--- src/hdl/tpbc_pkg.sv ---
// Shared types, codes and constants for the turn proximity buzzer controller.
// Depends on nothing; every other file of the block imports it.
`timescale 1ns / 1ps
`default_nettype none

package tpbc_pkg;

    localparam int unsigned DIST_W  = 16;
    localparam int unsigned HASH_W  = 32;
    localparam int unsigned CUE_W   = 16;
    localparam int unsigned CODE_W  = 3;
    localparam int unsigned CFG_IDX_W = 3;
    localparam int unsigned CFG_DATA_W = 16;

    // Item kinds carried on the input side band.
    localparam logic OP_UPDATE = 1'b0;
    localparam logic OP_TICK   = 1'b1;

    // Proximity state, held one-hot.
    typedef enum logic [5:0] {
        PROX_NONE     = 6'b000001,
        PROX_NEW      = 6'b000010,
        PROX_FAR      = 6'b000100,
        PROX_NEAR     = 6'b001000,
        PROX_IMMINENT = 6'b010000,
        PROX_AT       = 6'b100000
    } t_prox;

    // Encoded proximity state as reported on the result.
    localparam logic [CODE_W-1:0] CODE_NONE     = 3'd0;
    localparam logic [CODE_W-1:0] CODE_NEW      = 3'd1;
    localparam logic [CODE_W-1:0] CODE_FAR      = 3'd2;
    localparam logic [CODE_W-1:0] CODE_NEAR     = 3'd3;
    localparam logic [CODE_W-1:0] CODE_IMMINENT = 3'd4;
    localparam logic [CODE_W-1:0] CODE_AT       = 3'd5;

    // Configuration register indexes.
    typedef enum logic [CFG_IDX_W-1:0] {
        CFG_AT_LIMIT       = 3'd0,
        CFG_IMMINENT_LIMIT = 3'd1,
        CFG_NEAR_LIMIT     = 3'd2,
        CFG_SHORT_CUE      = 3'd3,
        CFG_MEDIUM_CUE     = 3'd4,
        CFG_LONG_CUE       = 3'd5
    } t_cfg_idx;

    localparam logic [CFG_DATA_W-1:0] RST_AT_LIMIT       = 16'd10;
    localparam logic [CFG_DATA_W-1:0] RST_IMMINENT_LIMIT = 16'd20;
    localparam logic [CFG_DATA_W-1:0] RST_NEAR_LIMIT     = 16'd100;
    localparam logic [CFG_DATA_W-1:0] RST_SHORT_CUE      = 16'd100;
    localparam logic [CFG_DATA_W-1:0] RST_MEDIUM_CUE     = 16'd200;
    localparam logic [CFG_DATA_W-1:0] RST_LONG_CUE       = 16'd400;

    // Turn icon hashes that have a cue pattern of their own.
    localparam logic [HASH_W-1:0] ICON_LEFT_ONLY   = 32'h27d9a40f;
    localparam logic [HASH_W-1:0] ICON_ROUTE_TGT   = 32'h09cefe42;
    localparam logic [HASH_W-1:0] ICON_BOTH_A      = 32'h3db5d6ba;
    localparam logic [HASH_W-1:0] ICON_BOTH_B      = 32'h28936c85;
    localparam logic [HASH_W-1:0] ICON_DEST        = 32'h9a84a956;

    typedef struct packed {
        logic [DIST_W-1:0] at_limit;
        logic [DIST_W-1:0] imminent_limit;
        logic [DIST_W-1:0] near_limit;
        logic [CUE_W-1:0]  short_cue_ms;
        logic [CUE_W-1:0]  medium_cue_ms;
        logic [CUE_W-1:0]  long_cue_ms;
    } t_cfg;

    typedef struct packed {
        t_prox             mode;
        logic [HASH_W-1:0] last_hash;
        logic [CUE_W-1:0]  cue_remaining;
        logic              left_drive;
        logic              right_drive;
    } t_state;

    function automatic logic [CODE_W-1:0] prox_code(input t_prox mode);
        logic [CODE_W-1:0] code;
        unique case (mode)
            PROX_NONE:     code = CODE_NONE;
            PROX_NEW:      code = CODE_NEW;
            PROX_FAR:      code = CODE_FAR;
            PROX_NEAR:     code = CODE_NEAR;
            PROX_IMMINENT: code = CODE_IMMINENT;
            PROX_AT:       code = CODE_AT;
            default:       code = CODE_NONE;
        endcase
        return code;
    endfunction

endpackage

`default_nettype wire

--- src/hdl/tpbc_cfg.sv ---
// Configuration register bank of the turn proximity buzzer controller.
// Depends on tpbc_pkg for the register indexes, reset values and t_cfg.
`timescale 1ns / 1ps
`default_nettype none

module tpbc_cfg
    import tpbc_pkg::*;
(
    input  wire logic                  i_clk,
    input  wire logic                  i_rst_n,
    input  wire logic                  i_wr_en,
    input  wire logic [CFG_IDX_W-1:0]  i_wr_index,
    input  wire logic [CFG_DATA_W-1:0] i_wr_data,
    output t_cfg                       o_cfg
);

    t_cfg r_cfg;
    t_cfg n_cfg;

    always_comb begin
        n_cfg = r_cfg;
        if (i_wr_en) begin
            unique case (t_cfg_idx'(i_wr_index))
                CFG_AT_LIMIT:       n_cfg.at_limit       = i_wr_data;
                CFG_IMMINENT_LIMIT: n_cfg.imminent_limit = i_wr_data;
                CFG_NEAR_LIMIT:     n_cfg.near_limit     = i_wr_data;
                CFG_SHORT_CUE:      n_cfg.short_cue_ms   = i_wr_data;
                CFG_MEDIUM_CUE:     n_cfg.medium_cue_ms  = i_wr_data;
                CFG_LONG_CUE:       n_cfg.long_cue_ms    = i_wr_data;
                default:            n_cfg = r_cfg;
            endcase
        end
    end

    always_ff @(posedge i_clk) begin
        if (!i_rst_n) begin
            r_cfg.at_limit       <= RST_AT_LIMIT;
            r_cfg.imminent_limit <= RST_IMMINENT_LIMIT;
            r_cfg.near_limit     <= RST_NEAR_LIMIT;
            r_cfg.short_cue_ms   <= RST_SHORT_CUE;
            r_cfg.medium_cue_ms  <= RST_MEDIUM_CUE;
            r_cfg.long_cue_ms    <= RST_LONG_CUE;
        end else begin
            r_cfg <= n_cfg;
        end
    end

    assign o_cfg = r_cfg;

endmodule

`default_nettype wire

--- src/hdl/tpbc_step.sv ---
// Next-state logic for one item: proximity cascade, cue start and countdown.
// Depends on tpbc_pkg for t_state, t_cfg, t_prox and the icon hashes.
`timescale 1ns / 1ps
`default_nettype none

module tpbc_step
    import tpbc_pkg::*;
(
    input  wire t_state            i_cur,
    input  wire t_cfg              i_cfg,
    input  wire logic              i_op,
    input  wire logic [HASH_W-1:0] i_hash,
    input  wire logic [DIST_W-1:0] i_dist,
    output t_state                 o_nxt,
    output logic                   o_started
);

    t_prox             dist_state;
    logic              go;
    logic              cue_left;
    logic              cue_right;
    logic [CUE_W-1:0]  cue_len;

    // State picked by distance; the reached test has priority.
    always_comb begin
        if (i_dist <= i_cfg.at_limit) begin
            dist_state = PROX_AT;
        end else if (i_dist < i_cfg.imminent_limit) begin
            dist_state = PROX_IMMINENT;
        end else if (i_dist < i_cfg.near_limit) begin
            dist_state = PROX_NEAR;
        end else begin
            dist_state = PROX_FAR;
        end
    end

    // Buzzer pattern and length by icon.
    always_comb begin
        cue_left  = 1'b1;
        cue_right = 1'b1;
        cue_len   = i_cfg.short_cue_ms;
        case (i_hash)
            ICON_LEFT_ONLY: cue_right = 1'b0;
            ICON_ROUTE_TGT: cue_len   = i_cfg.medium_cue_ms;
            ICON_BOTH_A, ICON_BOTH_B: cue_len = i_cfg.short_cue_ms;
            ICON_DEST:      cue_len   = i_cfg.long_cue_ms;
            default: begin
                cue_left  = 1'b0;
                cue_right = 1'b0;
            end
        endcase
        if (cue_len == '0) begin
            cue_len = CUE_W'(1);
        end
    end

    // The cascade always settles on the distance state when it moves at all:
    // none and at pass through new turn and far, so only the final entry matters.
    always_comb begin
        unique case (i_cur.mode) inside
            PROX_NEW:                          go = 1'b1;
            PROX_FAR, PROX_NEAR, PROX_IMMINENT: go = (dist_state != i_cur.mode);
            PROX_AT:                           go = (i_dist > i_cfg.at_limit);
            default:                           go = (i_hash != i_cur.last_hash);
        endcase
    end

    always_comb begin
        o_nxt     = i_cur;
        o_started = 1'b0;
        if (i_op == OP_UPDATE) begin
            if (go) begin
                o_nxt.mode = dist_state;
                if (dist_state != PROX_FAR) begin
                    o_started           = 1'b1;
                    o_nxt.left_drive    = cue_left;
                    o_nxt.right_drive   = cue_right;
                    o_nxt.cue_remaining = cue_len;
                end
            end else if (i_cur.mode != PROX_NEW && i_cur.mode != PROX_FAR &&
                         i_cur.mode != PROX_NEAR && i_cur.mode != PROX_IMMINENT &&
                         i_cur.mode != PROX_AT) begin
                // An unknown code falls back to none.
                o_nxt.mode = PROX_NONE;
            end
            o_nxt.last_hash = i_hash;
        end else if (i_cur.cue_remaining != '0) begin
            o_nxt.cue_remaining = i_cur.cue_remaining - CUE_W'(1);
            if (i_cur.cue_remaining == CUE_W'(1)) begin
                o_nxt.left_drive  = 1'b0;
                o_nxt.right_drive = 1'b0;
            end
        end
    end

endmodule

`default_nettype wire

--- src/hdl/turn_proximity_buzzer_controller.sv ---
// Top level of the turn proximity buzzer controller: stream ports, input
// register, state and result register. Depends on tpbc_pkg, tpbc_cfg, tpbc_step.
`timescale 1ns / 1ps
`default_nettype none

// Channel   | Direction | Handshake                    | Contents
// ----------+-----------+------------------------------+-------------------------------
// s_axis    | in        | s_axis_tvalid/s_axis_tready  | tdata: icon_hash, distance; tuser: op
// m_axis    | out       | m_axis_tvalid/m_axis_tready  | tdata: left_on, right_on,
//           |           |                              |   prox_state, cue_started
// cfg       | in        | i_cfg_valid/o_cfg_ready      | i_cfg_index, i_cfg_data
//
// Every item gives exactly one result item. An accepted item is held in the
// input register and passes through the step logic into the result register
// when that register is empty or its item is being taken. The step logic is a
// single short combinational pass, so one item is accepted in every cycle while
// results are being taken.
// When the result register is full and not taken, both stages hold and
// s_axis_tready falls only once the input register is occupied as well.
// The synchronous active-low reset clears the proximity state, the stored icon
// hash, the cue count, the buzzer drives and loads the register defaults.
// Configuration writes are always accepted and take effect on the next cycle.

module turn_proximity_buzzer_controller
    import tpbc_pkg::*;
(
    input  wire logic                  i_clk,
    input  wire logic                  i_rst_n,

    input  wire logic                  s_axis_tvalid,
    output logic                       s_axis_tready,
    // Bits 31:0 icon_hash, 47:32 distance.
    input  wire logic [47:0]           s_axis_tdata,
    // Bit 0 op.
    input  wire logic                  s_axis_tuser,

    output logic                       m_axis_tvalid,
    input  wire logic                  m_axis_tready,
    // Bit 0 left_on, 1 right_on, 4:2 prox_state, 5 cue_started, 7:6 zero.
    output logic [7:0]                 m_axis_tdata,

    input  wire logic                  i_cfg_valid,
    output logic                       o_cfg_ready,
    input  wire logic [CFG_IDX_W-1:0]  i_cfg_index,
    input  wire logic [CFG_DATA_W-1:0] i_cfg_data
);

    t_cfg              cfg;
    t_state            r_state;
    t_state            n_state;
    logic              started;

    logic              r_in_valid;
    logic              r_op;
    logic [HASH_W-1:0] r_hash;
    logic [DIST_W-1:0] r_dist;

    logic              r_out_valid;
    logic [7:0]        r_out_data;

    logic              advance;
    logic              in_take;

    // The input register moves into the result register whenever the latter
    // is empty or its item is being taken in this cycle.
    assign advance       = r_in_valid && (!r_out_valid || m_axis_tready);
    assign s_axis_tready = !r_in_valid || advance;
    assign in_take       = s_axis_tvalid && s_axis_tready;
    assign o_cfg_ready   = 1'b1;

    tpbc_cfg u_cfg (
        .i_clk      (i_clk),
        .i_rst_n    (i_rst_n),
        .i_wr_en    (i_cfg_valid && o_cfg_ready),
        .i_wr_index (i_cfg_index),
        .i_wr_data  (i_cfg_data),
        .o_cfg      (cfg)
    );

    tpbc_step u_step (
        .i_cur     (r_state),
        .i_cfg     (cfg),
        .i_op      (r_op),
        .i_hash    (r_hash),
        .i_dist    (r_dist),
        .o_nxt     (n_state),
        .o_started (started)
    );

    // Input register; payload needs no reset.
    always_ff @(posedge i_clk) begin
        if (!i_rst_n) begin
            r_in_valid <= 1'b0;
        end else if (in_take) begin
            r_in_valid <= 1'b1;
        end else if (advance) begin
            r_in_valid <= 1'b0;
        end
    end

    always_ff @(posedge i_clk) begin
        if (in_take) begin
            r_op   <= s_axis_tuser;
            r_hash <= s_axis_tdata[31:0];
            r_dist <= s_axis_tdata[47:32];
        end
    end

    // Block state advances once per item, in step with the result register.
    always_ff @(posedge i_clk) begin
        if (!i_rst_n) begin
            r_state.mode          <= PROX_NONE;
            r_state.last_hash     <= '0;
            r_state.cue_remaining <= '0;
            r_state.left_drive    <= 1'b0;
            r_state.right_drive   <= 1'b0;
        end else if (advance) begin
            r_state <= n_state;
        end
    end

    always_ff @(posedge i_clk) begin
        if (!i_rst_n) begin
            r_out_valid <= 1'b0;
        end else if (advance) begin
            r_out_valid <= 1'b1;
        end else if (m_axis_tready) begin
            r_out_valid <= 1'b0;
        end
    end

    always_ff @(posedge i_clk) begin
        if (advance) begin
            r_out_data <= {2'b00, started, prox_code(n_state.mode),
                           n_state.right_drive, n_state.left_drive};
        end
    end

    assign m_axis_tvalid = r_out_valid;
    assign m_axis_tdata  = r_out_data;

endmodule

`default_nettype wire

--- config.mk ---
export PLATFORM = sky130hd
export DESIGN_NAME = turn_proximity_buzzer_controller
export DESIGN_NICKNAME = d
export VERILOG_FILES = /design/src/hdl/tpbc_pkg.sv /design/src/hdl/tpbc_cfg.sv /design/src/hdl/tpbc_step.sv /design/src/hdl/turn_proximity_buzzer_controller.sv
export SDC_FILE = /design/constraint.sdc
export NUM_CORES = 1
export LEC_CHECK = 0
export ABC_AREA = 1
export BUFFER_PORTS_ARGS = -buffer_cell sky130_fd_sc_hd__buf_4
export CORE_MARGIN = 2
export CORE_UTILIZATION = 60
export DETAILED_ROUTE_END_ITERATION = 10
export GPL_TIMING_DRIVEN = 0
export PLACE_DENSITY_LB_ADDON = 0.08
export SETUP_SLACK_MARGIN = 0.05
export SYNTH_ARGS = -nofsm -noshare
export SYNTH_HDL_FRONTEND = slang
export SYNTH_SLANG_ARGS = --single-unit
--- constraint.sdc ---
create_clock -name i_clk -period 3.2 [get_ports i_clk]
set_input_delay 0 -clock i_clk [delete_from_list [all_inputs] [get_ports i_clk]]
set_output_delay 0 -clock i_clk [all_outputs]
set_load 0.02 [all_outputs]
; ---- Word-level counts from Yosys, hierarchy flattened
; Index checks and enable logic that the tools add are counted.
[word_totals]
register_bits = 209
latchBits = 0
ram_bits = 0
rom_bits = 0
output_inout_bits = 11
wordCells = 106
mem_count = 0
[classes]
n_addsub = 1
mul = 0
div_mod_pow = 0
magnitude_cmp = 4
n_eq_ne = 30
shifts = 0
n_mux = 22
n_bitwise = 2
n_reduce_logical = 29
[ops]
columns = cell, n
row1 = equality test 32 x 30 -> 1 bit (second input constant), 3
row2 = two-way mux 18 bit, 4
row3 = two-way mux 38 bit, 1
row4 = equality test 32 x 28 -> 1 bit (second input constant), 1
row5 = equality test 32 bit (second input constant), 1
row6 = less-than comparator 16 bit, 2
row7 = != test 32 bit, 1
row8 = case mux 16 bit (2 select lines), 1
row9 = two-way mux 6 bit, 3
row10 = equality test 16 x 1 -> 1 bit (second input constant), 1
row11 = greater-than comparator 16 bit, 1
row12 = <= comparator 16 bit, 1
row13 = zero test 16 bit, 1
row14 = two-way mux 16 bit, 1
row15 = nonzero test 16 bit, 1
row16 = subtractor 16 x 1 -> 16 bit (second input constant), 1
row17 = case mux 3 bit (5 select lines), 1
row18 = AND reduction 2 bit, 7
row19 = equality test 6 x 2 -> 1 bit (second input constant), 2
row20 = equality test 6 x 3 -> 1 bit (second input constant), 2
row21 = equality test 6 x 4 -> 1 bit (second input constant), 2
row22 = equality test 6 x 5 -> 1 bit (second input constant), 2
row23 = equality test 6 bit (second input constant), 2
row24 = != test 6 x 3 -> 1 bit (second input constant), 2
row25 = 25 further kinds, 44

; ---- Longest topological paths before layout
[depth]
depth_word = 10
ltp_mapped = 25
mapped_depth_nobuf = 25

; ---- By module
; From an unflattened synthesis, not the netlist that was laid out.
[unflattened]
hier_cells = 1835
hier_area_um2 = 12453.2
[by_module_without_submodules]
columns = mod, n_inst, cells_each, area_each_um2
row1 = turn_proximity_buzzer_controller, 1, 452, 4346.7
row2 = tpbc_step, 1, 842, 4279.1
row3 = tpbc_cfg, 1, 541, 3827.4

; ---- Worst setup path after synthesis
; Ideal clock, no wire load.
[synth_timing]
path_type = reg2reg
start = reg r_dist[15]
end = reg r_out_data[4] (netlist: m_axis_tdata[4]), data pin
setup_ps = 261
arrival_ps = 2292
required_ps = 2939
path_slack_ps = 647
path_stages_with_launch = 21
path_buffers = 0
synth_period_minus_slack_ps = 2553
path_cell_list = edfxtp_1 -> ha_1 -> nand2_1 -> nor2_1 -> nand2_1 -> nor2_1 -> and3_1 -> a21oi_4 -> nand2_1 -> nand2_1 -> nand2_1 -> nor2_1 -> nand3_1 -> nand2_2 -> nand2_4 -> nand2_8 -> nand3_1 -> nand2_1 -> nor2_1 -> nand3_1 -> o21ai_0
[synth_between]
elab_chain_len = 10
word_cells_on_any_way = 17
cone_classes = 4 x order compare / 6 x eq/ne / 7 x mux
[synth_lines]
columns = item, line
row1 = from (decl), turn_proximity_buzzer_controller.sv:56  ; logic [DIST_W-1:0] r_dist;
row2 = from (signal assigned), turn_proximity_buzzer_controller.sv:105  ; r_dist <= s_axis_tdata[47:32];
row3 = less-than comparator 16 bit, tpbc_step.sv:30  ; end else if (i_dist < i_cfg.near_limit) begin
row4 = two-way mux 4 bit, tpbc_step.sv:30
row5 = two-way mux 5 bit, tpbc_step.sv:28  ; end else if (i_dist < i_cfg.imminent_limit) begin
row6 = two-way mux 6 bit, tpbc_step.sv:26  ; if (i_dist <= i_cfg.at_limit) begin
row7 = != test 6 bit, tpbc_step.sv:62  ; PROX_FAR, PROX_NEAR, PROX_IMMINENT: go = (dist_state != i_cur.mode);
row8 = case mux 1 bit (3 select lines), tpbc_step.sv:60  ; unique case (i_cur.mode) inside
row9 = two-way mux 6 bit (*), tpbc_step.sv:72  ; if (go) begin
row10 = two-way mux 38 bit (*), tpbc_step.sv:71  ; if (i_op == OP_UPDATE) begin
row11 = equality test 6 bit (tied with other cells), tpbc_pkg.sv:80  ; unique case (mode)
row12 = case mux 3 bit (5 select lines) (*), tpbc_pkg.sv:80
row13 = to (signal assigned), turn_proximity_buzzer_controller.sv:134  ; r_out_data <= {2'b00, started, prox_code(n_state.mode),
row14 = to (decl), turn_proximity_buzzer_controller.sv:59  ; logic [7:0] r_out_data;
; Every way passes the cells marked *; elsewhere a longest branch is shown, timed or not.
; A chain may end at the register's enable or synchronous reset.

; ---- Final worst setup path
[layout_timing]
start = reg r_dist[11]
end = reg r_state[9] in the netlist's numbering
[layout_between]
elab_chain_len = 8
word_cells_on_any_way = 13
cone_classes = 4 x order compare / 2 x eq/ne / 4 x mux / 3 x reduce/logical
[layout_lines]
columns = item, line
row1 = less-than comparator 16 bit, tpbc_step.sv:30
row2 = two-way mux 4 bit, tpbc_step.sv:30
row3 = two-way mux 5 bit, tpbc_step.sv:28
row4 = two-way mux 6 bit, tpbc_step.sv:26
row5 = != test 6 bit, tpbc_step.sv:62
row6 = case mux 1 bit (3 select lines), tpbc_step.sv:60
row7 = nonzero test 2 bit (no source line), --
row8 = AND reduction 4 bit (no source line) (*), --
row9 = to (signal assigned), turn_proximity_buzzer_controller.sv:118  ; r_state <= n_state;
row10 = to (decl), turn_proximity_buzzer_controller.sv:49  ; t_state r_state;
; Marked as above.

==> summary.md <==
| Metric | Value |
|---|---|
| Status | `completed` |
| CTS root buf | `clkbuf_16` |
| Routability cong. | `roughly 0.96` |
| Routed vias/inst | `5.59` |
| Fill count | `between 1000 and 1500` |
| DRC | `0` |
| WL/cell | `between 15 and 20 microns` |
| Top FF cell, synth | `dfxtp_1` |
| Unrepaired setup endpoints after global routing | `yes` |
| Design area | `between 10000 and 15000 sq um` |
| Worst skew pair latency | `approximately 0.52 ns` |
| Most common cell after layout, fill and taps aside | `nand2_1` |
| Multi-input logic area | `around 5100 sq um` |
| Final Core Density | `around three quarters` |
| Clock Pin Slew Worst Setup and Hold Paths | `roughly 0.06 ns` |
| Critical Path RT | `around 3.6 ns` |
| DPL Wire Length | `20.9 mm` |
| Period Utilization, post-route | `between 90% and 100%` |
| Min Tclk post-route | `between 3 and 4 ns` |
| Max Clock Freq | `~330 MHz` |
| First-pass GRT wire length | `47.6 mm` |
| FFs w/ async S/R, synth | `0%` |
| Nets | `1680` |
| Max-cap check violation count | `0` |
| Hold Fails Final Rpt | `0` |
| Largest net degree at the start of global routing | `39` |
| Initial antenna violation count | `0` |
| Clock Sinks | `209` |
| CTS Buf Count | `23` |
| Post-synthesis sequential area ratio | `between 40% and 50%` |
| Pins Over Slew Limit | `0` |
| DRT Wirelength | `approximately 31 mm` |
| Reg area | `4730 sq um` |
| Mapped Cells | `1371` |
| Vias in the first global route | `9615` |
| Most frequent cells in the layout | `nand2_1, nor2_1, dfxtp_1` |
| Die area | `18500 sq um` |
| CTS Buffer Depth | `3` |
| Total track usage | `32.6%` |
| Fraction of layout cells with a size suffix above 1 | `between 10% and 20%` |
| Hold Path End | `u_cfg.o_cfg[83]` |
| Maximum VDD drop | `0.437 mV` |
| Grt total ovfl | `0` |
| Core area | `17200 sq um` |
| Placed cell areas | `about 11000 sq um` |
| #FFs+latches synth | `~210` |
| First DRT Iteration DRCs | `863` |
| CP arrival | `between 3 and 4 ns` |
| Clk_skew | `about 0.014 ns` |
| Crit Path Category | `register to register` |
| Power Density | `just over 500 nW/um^2` |
| IO Count | `84` |
| Area grow syn2layout | `24.5%` |
| Antenna viol nets, final | `0` |
| Post-synth EDFFs | `55` |
| Die W | `approximately 140 microns` |
| Post-Syn Area | `approximately 10000 sq um` |
| Port bufs | `80` |
| Leak Pwr | `roughly 5.5 nW` |
| Endpoint of the worst register-to-register path | `r_state[9]` |
| Initial Util | `between 60% and 70%` |
| Antenna diode count | `0` |
| Worst-path fanout max | `10` |
| Site Rows | `between 40 and 50` |
| Min-delay src | `i_cfg_index[2]` |
| Worst-Margin Slew | `0.884 ns` |
| CP Launch Type | `register` |
| CTS tree | `done` |
| Die height | `about 140 microns` |
| Final setup viols | `0` |
| Unique masters post-synth | `44` |
| CTS H-Tree Depth | `1` |
| Via count | `roughly 10000` |
| Hold Crit Depth | `5` |
| Reg2Reg Launch Point | `r_dist[11]` |
| Dpl ws | `between 0.015 and 0.02 ns` |
| Rel. slew slack | `between 40 and 50%` |
| DRT Pass-1 Iters | `5` |
| R2R depth | `19` |
| Flop-to-flop setup slack | `between 0.15 and 0.2 ns` |
| CP endpoint kind | `register` |
| Final setup margin | `between 0.15 and 0.2 ns` |
| Average size of a mapped cell | `around 7.6 sq um` |
| Synth warn | `0` |
| Min-Delay Path Class | `input port to register` |
-- layout make-up --
cell class	instances	area share (%)
multi-input combinational	956	39.0
sequential	209	36.3
timing repair buffer	160	10.7
clock buffer	28	4.80
inverter	156	4.49
tap	225	2.16
buffer	52	1.76
clock inverter	14	0.854
-- worst max-delay path by stage --
stage | from | endpoint | cells past startpoint
floorplan | r_dist[15] | m_axis_tdata[4] | 20
global placement | r_hash[12] | r_state[2] | 19
detailed placement | r_hash[12] | r_state[2] | 19
CTS | r_dist[9] | r_state[9] | 20
global route | r_dist[11] | m_axis_tdata[4] | 20
finish | r_dist[11] | r_state[9] | 19
-- power breakdown --
group | leakage [nW] | switching [W] | internal (W)
logic | 3.37 | 0.000644 | 0.000425
clock network | 0.365 | 0.00109 | 0.00148
registers | 1.79 | 0.000101 | 0.00285
total | 5.53 | 0.00184 | 0.00475
-- sequential cells by signal, summed over array words and instances, names as in the netlist --
name / cells
m_axis_tdata: 6
r_op: 1
u_cfg.o_cfg: 96
r_in_valid: 1
r_state: 56
m_axis_tvalid: 1
r_dist: 16
r_hash: 32
-- worst max-delay path, stage by stage, from the launching register on --
cell	delay, ns
edfxtp_1	0.52
ha_4	0.34
nand2_1	0.07
nor2_2	0.13
nand2_1	0.10
nor2_1	0.12
and3_1	0.21
a21oi_4	0.07
nand3_1	0.12
nand2_1	0.05
nand2_1	0.07
nand3_1	0.09
nand2_2	0.11
nand2_4	0.10
nand2_8	0.13
nor2_8	0.06
o21ai_4	0.22
buf_6	0.18
nand2_1	0.09
a21oi_2	0.16
-- metrics by stage --
stage	power (W)	hold slack (ns)	instances	setup TNS [ns]
floorplan	0.00361	0.0989	1372	0
global placement	0.00391	0.178	1677	-0.0575
detailed placement	0.00393	0.179	1678	0
CTS	0.00655	0.0156	1791	0
global route	0.00683	0.0909	1800	0
finish	0.00659	0.0407	1800	0
-- cell usage after synthesis (all sizes together) (3+ instances only) --
master,count,area share [%]
nand2,264,9.8
nor2,180,6.7
dfxtp,154,29
inv,154,5.5
nand3,117,5.7
a21oi,114,5.8
o21ai,111,5.4
edfxtp,55,16
ha,49,5.9
clkbuf,41,1.5
nand4,26,1.6
xnor2,21,1.8
nor4,17,1.0
nor3,14,0.67
xor2,12,1.0
buf,11,0.69
o211ai,7,0.50
o22ai,7,0.42
or2,3,0.18
-- metal layers --
layer | global-route usage [%] | vias to the layer above | part of all wire, %
met5 | 0 | - | 0
met4 | 12.9 | 0 | 3.4
met3 | 3.62 | 76 | 6.5
met2 | 54.9 | 379 | 48
met1 | 43.1 | 4681 | 42
li1 | - | 4920 | -
-- cell families (layout without fill, tap and decap cells) --
logic type               after synthesis  after routing  synth area share [%]
adder cells (fa/ha/maj)               49             49                  5.85
AND/OR/NAND/NOR                      624            624                  25.7
XOR/XNOR                              33             33                  2.76
AO/OA/AOI/OAI                        246            247                  12.6
other                                  2              3                0.0717
buffers and inverters                208            410                  7.75
flip-flops                           209            209                  45.2
-- timing repair --
| item | CTS | global route |
|---|---|---|
| setup buffers | 0 | 8 |
| hold buffers | 71 | 0 |
| endpoints found under the hold margin | 147 | 0 |
| pin swaps | 0 | 13 |
| resized for setup | 3 | 32 |
| setup endpoints to repair | 2 | 22 |
| gates cloned | 0 | 1 |
Power figures use the tool's default switching activity.
